`src/hdl/vtk_pkg.sv`:
```
// Shared types, constants and key table for the terminal key sequence decoder.
// No dependencies; compiled first.
package vtk_pkg;

  typedef logic [7:0] byte_t;

  localparam int BUF_DEPTH  = 8;
  localparam int FILL_W     = $clog2(BUF_DEPTH + 1);
  localparam int KEY_COUNT  = 22;
  localparam int KEY_MAXLEN = 4;
  localparam int SEQ_IDX_W  = $clog2(KEY_MAXLEN);
  localparam int KEY_W      = 5;
  localparam int KEY_LEN_W  = 3;

  localparam byte_t CH_ESC      = 8'o033;
  localparam byte_t CH_LBRACKET = 8'o133;
  localparam byte_t ESC_FIN_LO  = 8'o060;
  localparam byte_t ESC_FIN_HI  = 8'o177;
  localparam byte_t CSI_FIN_LO  = 8'o100;
  localparam byte_t CSI_FIN_HI  = 8'o176;

  typedef enum logic [1:0] {
    MODE_IDLE = 2'd0,
    MODE_ESC  = 2'd1,
    MODE_CSI  = 2'd2
  } mode_t;

  localparam logic [KEY_LEN_W-1:0] KEY_LEN [KEY_COUNT] = '{
    3'd3, 3'd3, 3'd3, 3'd3, 3'd1, 3'd1, 3'd1, 3'd1, 3'd1, 3'd1, 3'd1,
    3'd1, 3'd1, 3'd4, 3'd1, 3'd1, 3'd1, 3'd1, 3'd2, 3'd2, 3'd2, 3'd1
  };

  localparam byte_t KEY_SEQ [KEY_COUNT][KEY_MAXLEN] = '{
    '{8'o033, 8'o133, 8'h41, 8'h00},  // up
    '{8'o033, 8'o133, 8'h42, 8'h00},  // down
    '{8'o033, 8'o133, 8'h43, 8'h00},  // right
    '{8'o033, 8'o133, 8'h44, 8'h00},  // left
    '{8'o177, 8'h00,  8'h00, 8'h00},  // DEL
    '{8'o012, 8'h00,  8'h00, 8'h00},  // LF
    '{8'o001, 8'h00,  8'h00, 8'h00},
    '{8'o005, 8'h00,  8'h00, 8'h00},
    '{8'o013, 8'h00,  8'h00, 8'h00},
    '{8'o031, 8'h00,  8'h00, 8'h00},
    '{8'o003, 8'h00,  8'h00, 8'h00},
    '{8'o006, 8'h00,  8'h00, 8'h00},
    '{8'o002, 8'h00,  8'h00, 8'h00},
    '{8'o033, 8'o133, 8'h33, 8'h7e},  // delete key
    '{8'o011, 8'h00,  8'h00, 8'h00},  // TAB
    '{8'o004, 8'h00,  8'h00, 8'h00},
    '{8'o014, 8'h00,  8'h00, 8'h00},
    '{8'o015, 8'h00,  8'h00, 8'h00},  // CR
    '{8'o033, 8'o177, 8'h00, 8'h00},  // ESC DEL
    '{8'o033, 8'h62,  8'h00, 8'h00},  // word back
    '{8'o033, 8'h66,  8'h00, 8'h00},  // word forward
    '{8'h3f,  8'h00,  8'h00, 8'h00}   // '?'
  };

endpackage

```
`src/hdl/vtk_if.sv`:
```
// Valid/ready channel interfaces for the key sequence decoder.
// Depends on vtk_pkg for payload widths.
interface vtk_in_if
  import vtk_pkg::*;
();
  logic  valid;
  logic  ready;
  byte_t byte_in;
  modport source (output valid, output byte_in, input ready);
  modport sink (input valid, input byte_in, output ready);
endinterface

interface vtk_out_if
  import vtk_pkg::*;
();
  logic             valid;
  logic             ready;
  logic             done_res;
  logic             matched;
  logic [KEY_W-1:0] key_index;
  modport source (output valid, output done_res, output matched, output key_index,
                  input ready);
  modport sink (input valid, input done_res, input matched, input key_index,
                output ready);
endinterface

```
`src/hdl/vt100_key_sequence_decoder.sv`:
```
// Terminal key sequence decoder: parse state, sequence buffer and table match.
// Depends on vtk_pkg and the channel interfaces in vtk_if.sv.
//
// Usage:
//   in_ch carries one terminal byte per request (byte_in). out_ch returns
//   exactly one result per byte: done_res, matched, key_index.
//   A byte is taken at a clock edge where in_ch.valid and in_ch.ready are high.
//   Its result is held in the output register from that edge on.
//   Throughput is one byte per cycle unless stalled; the parse update and the
//   22-entry table compare are one combinational pass to the result register.
//   in_ch.ready is high whenever the output register is empty or being taken
//   in the same cycle, so a stalled receiver holds the result and stops input
//   only while the result waits; no result is dropped or repeated.
//   Reset (rst_n low, synchronous) returns the parser to idle with an empty
//   buffer and clears the output valid. Sequence bytes are kept only up to
//   the longest key; longer sequences still count toward the buffer limit,
//   after which the next byte restarts parsing from idle.
module vt100_key_sequence_decoder
  import vtk_pkg::*;
(
  input  logic      clk,
  input  logic      rst_n,
  vtk_in_if.sink    in_ch,
  vtk_out_if.source out_ch
);

  mode_t             mode_r, mode_nxt;
  logic [FILL_W-1:0] fill_r, fill_nxt;
  byte_t             seq_r [KEY_MAXLEN];

  logic              out_valid_r;
  logic              done_r, done_nxt;
  logic              match_r, match_nxt;
  logic [KEY_W-1:0]  key_r, key_nxt;

  logic              accept;
  logic              full;
  logic [FILL_W-1:0] fill_eff;
  logic [FILL_W-1:0] seq_size;
  mode_t             mode_eff;
  byte_t             c;
  byte_t             cand [KEY_MAXLEN];

  assign c      = in_ch.byte_in;
  assign accept = in_ch.valid && in_ch.ready;
  assign in_ch.ready = !out_valid_r || out_ch.ready;

  // buffer full: restart as the first byte of a new sequence
  assign full     = (fill_r >= FILL_W'(BUF_DEPTH));
  assign fill_eff = full ? '0 : fill_r;
  assign mode_eff = full ? MODE_IDLE : mode_r;
  assign seq_size = fill_eff + FILL_W'(1);

  always_comb begin
    for (int i = 0; i < KEY_MAXLEN; i++) begin
      cand[i] = (FILL_W'(i) == fill_eff) ? c : seq_r[i];
    end
  end

  always_comb begin
    mode_nxt = mode_eff;
    fill_nxt = seq_size;
    done_nxt = 1'b0;
    unique case (mode_eff)
      MODE_IDLE: begin
        if (c == CH_ESC) mode_nxt = MODE_ESC;
        else             done_nxt = 1'b1;
      end
      MODE_ESC: begin
        if (c == CH_LBRACKET)                        mode_nxt = MODE_CSI;
        else if (c >= ESC_FIN_LO && c <= ESC_FIN_HI) done_nxt = 1'b1;
      end
      MODE_CSI: begin
        if (c >= CSI_FIN_LO && c <= CSI_FIN_HI) done_nxt = 1'b1;
      end
      default: fill_nxt = '0;
    endcase
    if (done_nxt) begin
      fill_nxt = '0;
      mode_nxt = MODE_IDLE;
    end
  end

  // exact compare against every entry; lowest index wins
  always_comb begin
    logic same;
    match_nxt = 1'b0;
    key_nxt   = '0;
    for (int k = KEY_COUNT - 1; k >= 0; k--) begin
      same = (FILL_W'(KEY_LEN[k]) == seq_size);
      for (int i = 0; i < KEY_MAXLEN; i++) begin
        if (FILL_W'(i) < seq_size && cand[i] != KEY_SEQ[k][i]) same = 1'b0;
      end
      if (same) begin
        match_nxt = 1'b1;
        key_nxt   = KEY_W'(k);
      end
    end
    if (!done_nxt) begin
      match_nxt = 1'b0;
      key_nxt   = '0;
    end
  end

  always_ff @(posedge clk) begin
    if (!rst_n) begin
      mode_r      <= MODE_IDLE;
      fill_r      <= '0;
      out_valid_r <= 1'b0;
    end else begin
      if (accept) begin
        mode_r <= mode_nxt;
        fill_r <= fill_nxt;
      end
      if (accept)            out_valid_r <= 1'b1;
      else if (out_ch.ready) out_valid_r <= 1'b0;
    end
  end

  always_ff @(posedge clk) begin
    if (accept) begin
      done_r  <= done_nxt;
      match_r <= match_nxt;
      key_r   <= key_nxt;
      if (fill_eff < FILL_W'(KEY_MAXLEN)) seq_r[fill_eff[SEQ_IDX_W-1:0]] <= c;
    end
  end

  assign out_ch.valid     = out_valid_r;
  assign out_ch.done_res  = done_r;
  assign out_ch.matched   = match_r;
  assign out_ch.key_index = key_r;

endmodule
```
`src/flat_wrapper.sv`:
```
// flat-port wrapper written by rule: the top's interface ports become plain ports
module vt100_key_sequence_decoder_flat import vtk_pkg::*;
  (clk, rst_n, in_ch_valid, in_ch_byte_in, in_ch_ready, out_ch_valid, out_ch_done_res, out_ch_matched, out_ch_key_index, out_ch_ready);
  vtk_in_if in_ch_i ();
  vtk_out_if out_ch_i ();
  input  logic clk;
  input  logic rst_n;
  input wire logic [$bits(in_ch_i.valid)-1:0] in_ch_valid;
  input wire logic [$bits(in_ch_i.byte_in)-1:0] in_ch_byte_in;
  output wire logic [$bits(in_ch_i.ready)-1:0] in_ch_ready;
  output wire logic [$bits(out_ch_i.valid)-1:0] out_ch_valid;
  output wire logic [$bits(out_ch_i.done_res)-1:0] out_ch_done_res;
  output wire logic [$bits(out_ch_i.matched)-1:0] out_ch_matched;
  output wire logic [$bits(out_ch_i.key_index)-1:0] out_ch_key_index;
  input wire logic [$bits(out_ch_i.ready)-1:0] out_ch_ready;
  assign in_ch_i.valid = in_ch_valid;
  assign in_ch_i.byte_in = in_ch_byte_in;
  assign in_ch_ready = in_ch_i.ready;
  assign out_ch_valid = out_ch_i.valid;
  assign out_ch_done_res = out_ch_i.done_res;
  assign out_ch_matched = out_ch_i.matched;
  assign out_ch_key_index = out_ch_i.key_index;
  assign out_ch_i.ready = out_ch_ready;
  vt100_key_sequence_decoder u_core (.clk(clk), .rst_n(rst_n), .in_ch(in_ch_i), .out_ch(out_ch_i));
endmodule
```
`config.mk`:
```
export PLATFORM = sky130hd
export DESIGN_NAME = vt100_key_sequence_decoder_flat
export DESIGN_NICKNAME = d
export VERILOG_FILES = /design/src/hdl/vtk_pkg.sv /design/src/hdl/vtk_if.sv /design/src/hdl/vt100_key_sequence_decoder.sv /design/src/flat_wrapper.sv
export SDC_FILE = /design/constraint.sdc
export NUM_CORES = 1
export LEC_CHECK = 0
export BUFFER_PORTS_ARGS = -buffer_cell sky130_fd_sc_hd__buf_2
export CORE_ASPECT_RATIO = 0.9
export CORE_UTILIZATION = 40
export CTS_CLUSTER_SIZE = 16
export DETAILED_ROUTE_END_ITERATION = 6
export GPL_TIMING_DRIVEN = 0
export HOLD_SLACK_MARGIN = 0.05
export SLEW_MARGIN = 15
export SYNTH_ARGS = -nofsm -noshare
export SYNTH_HDL_FRONTEND = slang
export SYNTH_SLANG_ARGS = --single-unit
```
`constraint.sdc`:
```
create_clock -name clk -period 2.75 [get_ports clk]
set_clock_uncertainty 0.1 [all_clocks]
set_input_delay 0.1375 -clock clk [delete_from_list [all_inputs] [get_ports clk]]
set_output_delay 0.1375 -clock clk [all_outputs]
set_load 0.02 [all_outputs]
```
Word-level counts from Yosys, hierarchy flattened
Memory sizes are Yosys's and may differ from the RTL's.
Cells that the tools add are included.
{"block": "classes", "addsub": 1, "magnitude_cmp": 10, "n_eq_ne": 36, "muxes": 145, "n_bitwise": 1, "reduce_logical": 45}
{"cell": "$mux W1", "n": 112}
{"cell": "$ne A8 B7 Y1 const B", "n": 10}
{"cell": "$mux W4", "n": 11}
{"cell": "$ne A8 B4 Y1 const B", "n": 5}
{"cell": "$mux W8", "n": 4}
{"cell": "$logic_and A1 B1 Y1", "n": 31}
{"cell": "$mux W5", "n": 6}
{"cell": "$ne A8 B3 Y1 const B", "n": 3}
{"cell": "$reduce_bool A8 Y1", "n": 3}
{"cell": "$reduce_or A17 Y1", "n": 1}
{"cell": "$eq A2 B4 Y1 const A", "n": 4}
{"cell": "$le A8 B7 Y1 const B", "n": 2}
{"cell": "$ne A8 B2 Y1 const B", "n": 2}
{"cell": "$ne A8 B5 Y1 const B", "n": 2}
{"cell": "$ne A8 B6 Y1 const B", "n": 2}
{"cell": "$mux W2", "n": 6}
{"cell": "$mux W3", "n": 4}
{"cell": "$reduce_or A9 Y1", "n": 1}
{"cell": "$eq A1 B4 Y1 const A", "n": 2}
{"cell": "$eq A8 B5 Y1 const B", "n": 1}
{"cell": "$eq A8 B7 Y1 const B", "n": 1}
{"cell": "$ge A8 B6 Y1 const B", "n": 1}
{"cell": "$ge A8 B7 Y1 const B", "n": 1}
{"cell": "$lt A1 B4 Y1 const A", "n": 2}
{"cell": "19 further kinds", "n": 21}
{"block": "word_totals", "reg_bits": 14, "ramBits": 32, "input_bits": 12, "output_inout_bits": 9, "memories": 1}
{"name": "u_core.seq_r", "words": 4, "width": 8, "rd": 4, "rd_ports_with_merged_regs": 0, "write_ports": 1, "line": "vt100_key_sequence_decoder.sv:29", "text": "byte_t seq_r [KEY_MAXLEN];"}

Logic depth before layout (Yosys ltp)
{"block": "logic_depth", "ltp_word": 32, "ltp_mapped": 15, "mapped_depth_nobuf": 12}

Worst setup path after synthesis
No wires, ideal clock.
{"block": "synth_timing", "kind": "register to register", "from": "reg u_core.fill_r[3]", "to": "reg u_core.match_r, in the netlist u_core.out_ch.matched (data pin)", "setup_ns": 0.264, "t_arrival_ns": 2.619, "t_required_ns": 2.386, "setup_slack_ns": -0.232, "path_stages_with_launch": 15, "n_path_buf": 3, "period_less_slack_ns": 2.982, "cell_sequence": "dfxtp_1 > buf_4 > inv_1 > nand2_1 > inv_1 > ha_1 > buf_2 > a21bo_2 > mux2i_1 > buf_6 > a222oi_1 > nand2_1 > o21ai_2 > nand3_2 > o41a_1"}
{"block": "synth_between", "elab_chain_len": 32, "elab_cells_between_ends": 182}
{"item": "start, declared", "line": "vt100_key_sequence_decoder.sv:28", "text": "logic [FILL_W-1:0] fill_r, fill_nxt;"}
{"item": "start signal, assigned", "line": "vt100_key_sequence_decoder.sv:113", "text": "fill_r <= fill_nxt;"}
{"item": "parallel branches: the longest is 32 deep, another holds $ge A4 B4 Y1"}
{"item": "end signal, assigned", "line": "vt100_key_sequence_decoder.sv:123", "text": "match_r <= match_nxt;"}
{"item": "end, declared", "line": "vt100_key_sequence_decoder.sv:33", "text": "logic match_r, match_nxt;"}
Several ways; the timed one is not identified.
A chain may end at the register's enable or synchronous reset.

Final worst setup path
{"block": "layout_timing", "from": "reg u_core.fill_r[1]", "to": "reg u_core.match_r, in the netlist u_core.out_ch.matched (data pin)"}
Same word-level chain as after synthesis.

==> metrics.txt <==
outcome complete, but fails checks; failing checks design-rule violations, negative setup slack; Pleak roughly 1.4 nW; Achievable Freq 0.3544 GHz; Critical Setup Path Class reg2reg; R2R cell count 10; row cnt 29; largest net degree at the start of global routing 17; Net Count, Synth 344; antenna violations before repair 0; Syn-to-layout area delta 22.00%; TritonCTS Sinks 46; hold_sp in_ch_byte_in[2]; Yosys warning total 0; Reg2Reg Setup Slack -70 ps; routed vias 2779; setup violators final 1; clock tree buffer depth 2; Chip Width 94.54 um; final core occ 51.83%; worst path bufs/invs 2; vias in the first global route 2643; CTS Root Cell clkbuf_8; Initial Util 42.48%; TritonCTS clock tree done; die height ~85 um; CP delay by family, top compound AO/OA/AOI/OAI gates; ANT nets after route 0; Post-Syn Area per Cell approximately 9.5 um2; GR Util All Layers 22.25%; relative slew slack 55.71%; Final Power 1.332 mW; Reg clk slew, reported paths 100 ps; CP startpoint kind register; worst r2r src u_core.fill_r[1]; area of the core between 0.007 and 0.008 mm2; Worst path slowest cell a222oi_1; actual slew at the worst max-slew pin 661.8 ps; share of cells above drive strength 1 a little over a quarter; Fin. Hold Viols 0; RSZ-0062 raised after global routing true; most frequent cells in the layout edfxtp_1 (39), nand2_1 (34), nor2_1 (29), buf_2 (23), buf_4 (17); clock buffer count from CTS 5; Total Routed Length ~8500 um; worst reg2reg endpoint u_core.out_ch.matched; min Tclk post-route 2822 ps; Min-Delay Path Class in2reg; slowest stage delay, CP 440 ps; Primary FF master, synth edfxtp_1; # nets final 390; io pins 21; CP Cell Sequence nor2b_4, ha_4, buf_12, mux2i_4, buf_6, a222oi_1, nand2_1, o21ai_2, nand3_2, o41a_1; Mapped Area 0.003083 mm2; Routed WL per cell 18.29 um; global route overflow 0; sequential share of the synthesized area 42.53%; fin worst setup slack -71.95 ps; Cells after Synth around 330; die area 0.008063 mm2; Crit Path Max Fanout 5; Worst Path Arrival approximately 2800 ps; post-synth cell types 67; Detailed Route Iter0 Violations 295; CP required 2720 ps; Hold Path Stages 1; Max VDD drop 267.5 uV; first-pass GRT wire length 13680 um; most common cell after layout, fill and taps aside edfxtp_1; worst-skew pair later-pin latency 310 ps; Yosys reg bits 46; Worst Hold End u_core.seq_r[1][2]; First-pass DRT Iterations 7; via/cell ratio 5.976; Worst Setup End Kind register; H-tree level count 2; Setup WS pre-CTS -467.3 ps; antenna cells 0; hpwl dp 6051 um; drc violations 1; Tcrit/Tclk final 102.6%; Post-synth EDFFs 39; number of max-cap violations 0; launch point of the worst path u_core.fill_r[1]; port bufs 20; Cell Pwr Density 354.2 mW/mm2; Final Slew Violations 0; gpl congestion 0.9671; Async SR Flop Fraction 0%
==> cell families after synthesis <==
| group | Yosys count | synth area share, % |
|---|---|---|
| AO/OA/AOI/OAI | 87 | 20.05 |
| XOR/XNOR | 1 | 0.2841 |
| adder cells (fa/ha/maj) | 7 | 2.841 |
| buffers and inverters | 21 | 3.369 |
| flip-flops | 46 | 42.53 |
| multiplexers | 7 | 2.313 |
| AND/OR/NAND/NOR | 156 | 28.61 |
==> synth_stat cells, types with 5 or more instances <==
cell      instances  area (um2)
nor2b_1           6       37.54
a21boi_0          6       45.04
a31oi_1           5       31.28
a21oi_1          15       75.07
or4_1             5       37.54
nand2_1          37       138.9
nor2_1           29       108.9
buf_2             5       25.02
edfxtp_1         39        1171
mux2i_1           6       60.06
nand2b_1          9       56.30
o21ai_0          12       60.06
dfxtp_1           7       140.1
inv_1            11       41.29
nor3_1           11       55.05
nand4_1           5       31.28
nand3_1          10       50.05
o211ai_1          5       37.54
nor3b_1           8       60.06
ha_1              7       87.58
==> how the worst max path moves through the flow <==
stage / end / cells after the start
after global routing: u_core.out_ch.matched / 10
after detailed placement: u_core.out_ch.matched / 12
after CTS: u_core.out_ch.matched / 11
final: u_core.out_ch.matched / 10
after global placement: u_core.out_ch.key_index[0] / 12
after floorplan: u_core.out_ch.matched / 14
==> state kept, by name, indices dropped and copies added, names as in the netlist <==
signal                   count
u_core.fill_r                4
u_core.mode_r                2
u_core.out_ch.done_res       1
u_core.out_ch.key_index      5
u_core.out_ch.matched        1
u_core.out_ch.valid          1
u_core.seq_r                32
==> cell type report <==
type | count | area, um2
repair buffers | 41 | 280.3
flip-flops and latches | 46 | 1318
clock inverters | 3 | 23.77
inverters | 11 | 48.80
well taps | 93 | 116.4
multi-input cells | 258 | 1853
fillers | 683 | 3496
clock buffers | 5 | 68.82
plain buffers | 8 | 52.55
==> power breakdown <==
| part | switching [mW] | internal, mW |
|---|---|---|
| logic | 0.0756 | 0.0372 |
| registers | 0.00807 | 0.769 |
| clock network | 0.260 | 0.182 |
| total | 0.344 | 0.989 |
==> timing repair <==
| action | in CTS | in global routing |
|---|---|---|
| setup endpoints to repair | 6 | 6 |
| setup buffers | 10 | 6 |
| pin swaps | 10 | 10 |
| gates cloned | 1 | 0 |
| gates resized for setup | 33 | 16 |
| hold buffers | 4 | 0 |
| hold endpoints to repair | 11 | 0 |
==> per-stage QoR <==
stage                     area (um2)  setup TNS, ps  hold WS (ps)  cells
after floorplan                 3114         -45.15         136.4    325
after global placement          3331          -1835         291.6    438
after detailed placement        3331          -2065         302.3    438
after CTS                       3662         -72.09         52.17    460
after global routing            3761         -488.7         53.24    465
final                           3761         -71.95         55.00    465
==> per-layer routing <==
metal  wire length, um  GRT usage [%]
met5                 0              0
met4                72          4.545
met1              4234          33.46
met2              3726          33.93
met3               469          3.136
No activity file was read; power rests on OpenSTA's default activity.
